==> src/rtl/core/gbp_pkg.sv <==
`default_nettype none
package gbp_pkg;

  localparam int PAGE_BYTES = 4096;
  localparam int ADDR_W     = $clog2(PAGE_BYTES);
  localparam int PTR_W      = ADDR_W + 1;

  localparam logic [PTR_W-1:0] PAGE_SIZE = PTR_W'(PAGE_BYTES);

  typedef enum logic [1:0] {
    CMD_INSERT = 2'd0,
    CMD_DELETE = 2'd1,
    CMD_READ   = 2'd2,
    CMD_NONE   = 2'd3
  } cmd_t;

  typedef enum logic [1:0] {
    ST_OK       = 2'd0,
    ST_BAD_POS  = 2'd1,
    ST_FULL     = 2'd2,
    ST_PAST_END = 2'd3
  } status_t;

  // controller -> datapath
  typedef struct packed {
    logic load;      // capture request fields
    logic check;     // latch status and read flags, read the text byte
    logic move_rd;   // read the byte crossing the gap
    logic move_wr;   // write it on the far side, shift the gap by one
    logic apply;     // insert or delete at the gap
    logic finish;    // load result registers
  } dp_cmd_t;

  // datapath -> controller
  typedef struct packed {
    logic skip;       // nothing to do beyond reporting
    logic is_read;
    logic gap_at_pos;
    logic step_last;  // this move step puts the gap at the position
  } dp_stat_t;

endpackage
`default_nettype wire

==> src/rtl/core/gbp_ctrl.sv <==
`default_nettype none
module gbp_ctrl
  import gbp_pkg::*;
(
  input  wire logic     clk,
  input  wire logic     rst,
  input  wire logic     start,
  output logic          busy,
  output logic          done,
  output dp_cmd_t       dcmd,
  input  wire dp_stat_t dstat
);

  typedef enum logic [5:0] {
    S_IDLE    = 6'b000001,
    S_CHECK   = 6'b000010,
    S_MOVE_RD = 6'b000100,
    S_MOVE_WR = 6'b001000,
    S_APPLY   = 6'b010000,
    S_FINISH  = 6'b100000
  } state_t;

  state_t state;
  state_t state_next;

  assign busy = state != S_IDLE;

  always_comb begin
    state_next = state;
    dcmd       = '0;
    case (state)
      S_IDLE: begin
        if (start) begin
          dcmd.load  = 1'b1;
          state_next = S_CHECK;
        end
      end
      S_CHECK: begin
        dcmd.check = 1'b1;
        if (dstat.skip) begin
          state_next = S_FINISH;
        end else if (dstat.is_read) begin
          // text byte is read from the page in this cycle
          state_next = S_FINISH;
        end else if (dstat.gap_at_pos) begin
          state_next = S_APPLY;
        end else begin
          state_next = S_MOVE_RD;
        end
      end
      S_MOVE_RD: begin
        dcmd.move_rd = 1'b1;
        state_next   = S_MOVE_WR;
      end
      S_MOVE_WR: begin
        dcmd.move_wr = 1'b1;
        state_next   = dstat.step_last ? S_APPLY : S_MOVE_RD;
      end
      S_APPLY: begin
        dcmd.apply = 1'b1;
        state_next = S_FINISH;
      end
      S_FINISH: begin
        dcmd.finish = 1'b1;
        state_next  = S_IDLE;
      end
      default: begin
        state_next = S_IDLE;
      end
    endcase
  end

  always_ff @(posedge clk) begin
    if (rst) begin
      state <= S_IDLE;
      done  <= 1'b0;
    end else begin
      state <= state_next;
      done  <= dcmd.finish;
    end
  end

endmodule
`default_nettype wire

==> config.mk <==
export PLATFORM = sky130hd
export DESIGN_NAME = gbp_ctrl
export DESIGN_NICKNAME = d
export VERILOG_FILES = /design/src/rtl/core/gbp_pkg.sv /design/src/rtl/core/gbp_ctrl.sv
export SDC_FILE = /design/constraint.sdc
export NUM_CORES = 1
export LEC_CHECK = 0
export ABC_CLOCK_PERIOD_IN_PS = 1570
export CAP_MARGIN = 5
export CORE_MARGIN = 8
export CORE_UTILIZATION = 30
export DETAILED_ROUTE_END_ITERATION = 16
export DONT_BUFFER_PORTS = 1
export GPL_ROUTABILITY_DRIVEN = 0
export GPL_TIMING_DRIVEN = 0
export PLACE_DENSITY = 0.52
export SLEW_MARGIN = 20
export SYNTH_ARGS = -nofsm -noshare
export SYNTH_HDL_FRONTEND = slang
export SYNTH_SLANG_ARGS = --single-unit
==> constraint.sdc <==
create_clock -name clk -period 1.57 [get_ports clk]
set_input_delay 0.157 -clock clk [delete_from_list [all_inputs] [get_ports clk]]
set_output_delay 0.157 -clock clk [all_outputs]
set_load 0.03 [all_outputs]
Word-level counts from Yosys, hierarchy flattened
Index checks and enable logic that the tools add are counted.
{"block": "classes", "n_eq_ne": 8, "n_mux": 13}
{"op": "one-hot mux 6 bit (5 select lines)", "count": 1}
{"op": "2-to-1 mux 6 bit", "count": 3}
{"op": "2-to-1 mux 5 bit", "count": 2}
{"op": "2-to-1 mux 1 bit", "count": 7}
{"op": "equality test 6 x 1 -> 1 bit (second input constant)", "count": 1}
{"op": "equality test 6 x 2 -> 1 bit (second input constant)", "count": 1}
{"op": "equality test 6 x 3 -> 1 bit (second input constant)", "count": 1}
{"op": "equality test 6 x 4 -> 1 bit (second input constant)", "count": 1}
{"op": "equality test 6 x 5 -> 1 bit (second input constant)", "count": 1}
{"op": "equality test 6 bit (second input constant)", "count": 1}
{"op": "inequality test 6 x 1 -> 1 bit (second input constant)", "count": 1}
{"op": "inequality test 2 bit (second input constant)", "count": 1}
{"block": "totals", "regBits": 7, "in_bits": 7, "wordCells": 23}

Depth between registers and ports, before layout
{"block": "depth", "word_depth": 4, "ltp_mapped": 3, "mapped_depth_nobuf": 3}

Least setup slack after synthesis
OpenSTA, ideal clock, no wires.
{"block": "synth_timing", "path_kind": "register to output", "from": "register state[2]", "to": "output dcmd[5] (netlist name)", "arrival_time_ns": 1.485, "setup_slack_ns": -0.072, "stages_incl_launch_ff": 4, "n_path_buf": 0, "cell_sequence": "dfxtp_1 nor4_4 nand2_1 nor2_1"}
{"item": "start, declared", "line": "gbp_ctrl.sv:23", "source": "state_t state;"}
{"item": "start signal, assigned", "line": "gbp_ctrl.sv:78", "source": "state <= state_next;"}
{"item": "end, declared", "line": "gbp_ctrl.sv:10", "source": "output dp_cmd_t dcmd,"}

==> PnR_summary.wiki <==
{| class="wikitable"
! Metric !! Value
|-
| Post-route worst setup slack || -0.00454 ns
|-
| Buffers & Inverters on Critical Path || 0
|-
| Unique masters post-synth || 24
|-
| Async SR Flop Fraction || 0%
|-
| Data arrival, critical path || 1.42 ns
|-
| Predominant post-synthesis flop cell || sky130_fd_sc_hd__dfxtp_1
|-
| Die area || 2790 um^2
|-
| Vias post-DR || 364
|-
| Portion of the post-synthesis area used by sequential elements || 34.5%
|-
| Required time worst endpoint || 1.41 ns
|-
| Final Max Tran Viols || 0
|-
| Number of standard cells after synthesis || 43
|-
| GRT Util Overall || 8.54%
|-
| Fraction of post-synthesis cell area in the top cell type by area || 34.5%
|-
| Diodes inserted || 0
|-
| Kind of end point of the critical path || output pin
|-
| Unrepaired setup endpoints after global routing || yes
|-
| Largest net degree at the start of global routing || 7
|-
| Net count reported at finish || 59
|-
| Drt via density || 5.52
|-
| Clk Latency, worst-skew pair || 0.26 ns
|-
| H-tree level count || 1
|-
| Kind of launch point of the worst setup path || flip-flop
|-
| Library cell with the largest summed area after synthesis || sky130_fd_sc_hd__dfxtp_1
|-
| Post-Route Skew || 0.0103 ns
|-
| Commonest cells in the netlist || 7 x sky130_fd_sc_hd__dfxtp_1, 4 x sky130_fd_sc_hd__nor2_1, 4 x sky130_fd_sc_hd__nor2b_1
|-
| Iteration-0 DRC count of the detailed router || 5
|-
| Number of enable flip-flop cells after synthesis || 0
|-
| Worst vdd ir || 457 uV
|-
| Final standard cell utilization of the core || 40.9%
|-
| Count of synthesis-stage warnings from yosys || 0
|-
| Launch point of the critical path || state[5]
|-
| Family with the most delay on the worst path || simple AND/OR/NAND/NOR gates
|-
| Number of optimization iterations in the first detailed-route pass || 4
|-
| Clock tree from TritonCTS || built
|-
| Final critical-path share of the clock period || 100%
|-
| Number of global-route vias before repair || 370
|-
| Avg Cell Area, Syn || 9.46 um^2
|-
| Slew margin rel. || 70.4%
|-
| Critical path type || flip-flop to output pin
|-
| Final setup vio count || 1
|-
| Violations in the final reports || setup timing
|-
| Core box area || 1280 um^2
|-
| Drc violations || 0
|-
| Port Buffer Count || 0
|-
| DIE WIDTH || 52.8 um
|-
| Placed instance count || 58
|-
| Deepest clock path buffer count || 2
|-
| Wire length after detailed routing || 1090 um
|-
| Syn nets || 50
|-
| Number of antenna violations at the first check in global routing || 0
|-
| DIE HEIGHT || 52.8 um
|-
| Maximum cell stage delay along the critical path || 0.38 ns
|-
| Launch point of the worst hold path || dstat[1]
|-
| Number of synthesized register bits || 7
|-
| Share of cells above drive strength 1 || 43.1%
|-
| Most frequently used cell type in the post-synthesis netlist || sky130_fd_sc_hd__dfxtp_1
|-
| Number of buffers inserted during clock tree synthesis || 3
|-
| Cell chain of the critical path || nor4_4 -> nand2_4 -> nor2_4
|-
| Remaining global-route overflow || 0
|-
| Maximum fanout along the worst path || 4
|-
| Routed Antenna Nets || 0
|-
| Largest cells by area after synthesis || sky130_fd_sc_hd__dfxtp_1 34%, sky130_fd_sc_hd__a221oi_2 7.4%, sky130_fd_sc_hd__nor2b_1 6.2%
|-
| Post-synth design cell area || 407 um^2
|-
| Number of sinks driven by the clock tree || 7
|-
| Fin. Hold Viols || 0
|-
| Worst min-delay path category || input port to flip-flop
|-
| Period minus WS final || 1.57 ns
|-
| Effective utilization at floorplan || 31.6%
|-
| Row cnt || 13
|-
| Power per unit of standard cell area || 863 nW/um^2
|-
| Per-cell routed wire length || 16.4 um
|-
| Top-level I/O count || 15
|-
| Maximum Capacitance Violations || 0
|-
| Layout Cells excl Fill || 66
|-
| Start of the worst register-to-register path || state[5]
|-
| Result of the run || complete, but fails checks
|-
| Clock transition at the register clock pins on the worst setup and hold paths after CTS || 0.06 ns
|-
| Worst Max-Slew Pin Slew || 0.443 ns
|-
| Half-perimeter wire length after detailed placement || 745 um
|-
| Slowest cell on crit path || sky130_fd_sc_hd__nor4_4
|-
| F_max || 635 MHz
|-
| Root Buffer || sky130_fd_sc_hd__clkbuf_4
|-
| Relative area change from synthesis to final layout || 29.2%
|-
| Leakage power || 0.000206 uW
|-
| Global-route wire length before repair || 1690 um
|}
logic make-up after synthesis:
kind of cell	after synthesis	synth area share [%]
flops	7	34.5
compound gates	8	19.4
buf+inv	2	1.85
simple gates	26	44.3
power breakdown:
part           switching (uW)  leakage (uW)  internal [uW]
logic                    53.6      0.000129           34.8
registers                12.7     0.0000587            182
clock network            76.8     0.0000177           93.6
total                     143      0.000206            310
registers in the layout (all words and copies together), names as in the netlist:
signal	count
state	6
done	1
cell type report:
cell class / count / area [um^2]
clock buffers: 3 / 22.5
clock inverters: 1 / 5.00
fillers: 132 / 759
inverters: 2 / 7.51
multi-input cells: 34 / 293
flip-flops and latches: 7 / 146
well taps: 15 / 18.8
repair buffers: 4 / 32.5
path summary, 6_finish.rpt:
| kind | slack (ns) | cells past startpoint | end |
|---|---|---|---|
| max | -0.005 | 3 | dcmd[5] |
| min | 0.05 | 2 | state[4] |
| max reg2reg | 0.13 | 5 | state[4] |
| min reg2reg | 0.61 | 3 | state[2] |
per-layer routing:
metal / wire length [um] / GRT usage (%)
met1: 460 / 9.44
met2: 526 / 12.7
met3: 78 / 5.11
met4: 20 / 3.88
met5: 0 / 0
through the flow:
stage | cell area (um^2) | power, uW | hold slack, ns | setup WS (ns) | setup TNS (ns)
after floorplan | 409 | 254 | 0.226 | 0.0530 | 0
after global placement | 428 | 265 | 0.229 | -0.101 | -0.101
after detailed placement | 428 | 264 | 0.232 | -0.109 | -0.109
after CTS | 499 | 454 | 0.0519 | -0.0555 | -0.128
after global routing | 526 | 477 | 0.0615 | -0.0594 | -0.0768
final | 526 | 453 | 0.0522 | -0.00454 | -0.00454
cells in the final DEF (no fill, tap or decap):
master,count
sky130_fd_sc_hd__a21oi_1,1
sky130_fd_sc_hd__dfxtp_1,4
sky130_fd_sc_hd__nor2_4,1
sky130_fd_sc_hd__dfxtp_2,2
sky130_fd_sc_hd__nand4b_1,1
sky130_fd_sc_hd__buf_4,3
sky130_fd_sc_hd__and4bb_2,1
sky130_fd_sc_hd__nor2b_1,3
sky130_fd_sc_hd__nor4_4,2
sky130_fd_sc_hd__nand4_1,1
sky130_fd_sc_hd__nor2_1,3
sky130_fd_sc_hd__nor2b_4,1
sky130_fd_sc_hd__nor3_1,3
sky130_fd_sc_hd__o21ai_0,1
sky130_fd_sc_hd__nand3_1,2
sky130_fd_sc_hd__and3_1,1
sky130_fd_sc_hd__o311ai_2,1
sky130_fd_sc_hd__clkbuf_4,3
sky130_fd_sc_hd__and2b_1,1
sky130_fd_sc_hd__and2_4,1
sky130_fd_sc_hd__inv_1,2
sky130_fd_sc_hd__nand2_4,1
sky130_fd_sc_hd__o21ai_1,1
sky130_fd_sc_hd__and2_2,2
sky130_fd_sc_hd__nand3b_1,2
sky130_fd_sc_hd__dfxtp_4,1
sky130_fd_sc_hd__a311o_1,1
sky130_fd_sc_hd__a21o_1,1
sky130_fd_sc_hd__clkinv_2,1
sky130_fd_sc_hd__dlygate4sd3_1,1
sky130_fd_sc_hd__a221oi_2,2
timing repair:
item                                    in CTS  in global routing
hold buffers                                 1                  0
endpoints found under the setup margin       5                  4
buffers inserted                             2                  1
hold endpoints to repair                     3                  0
gates resized for setup                      7                  5
pin swaps                                    1                  3
(Power assumes the default switching activity.)
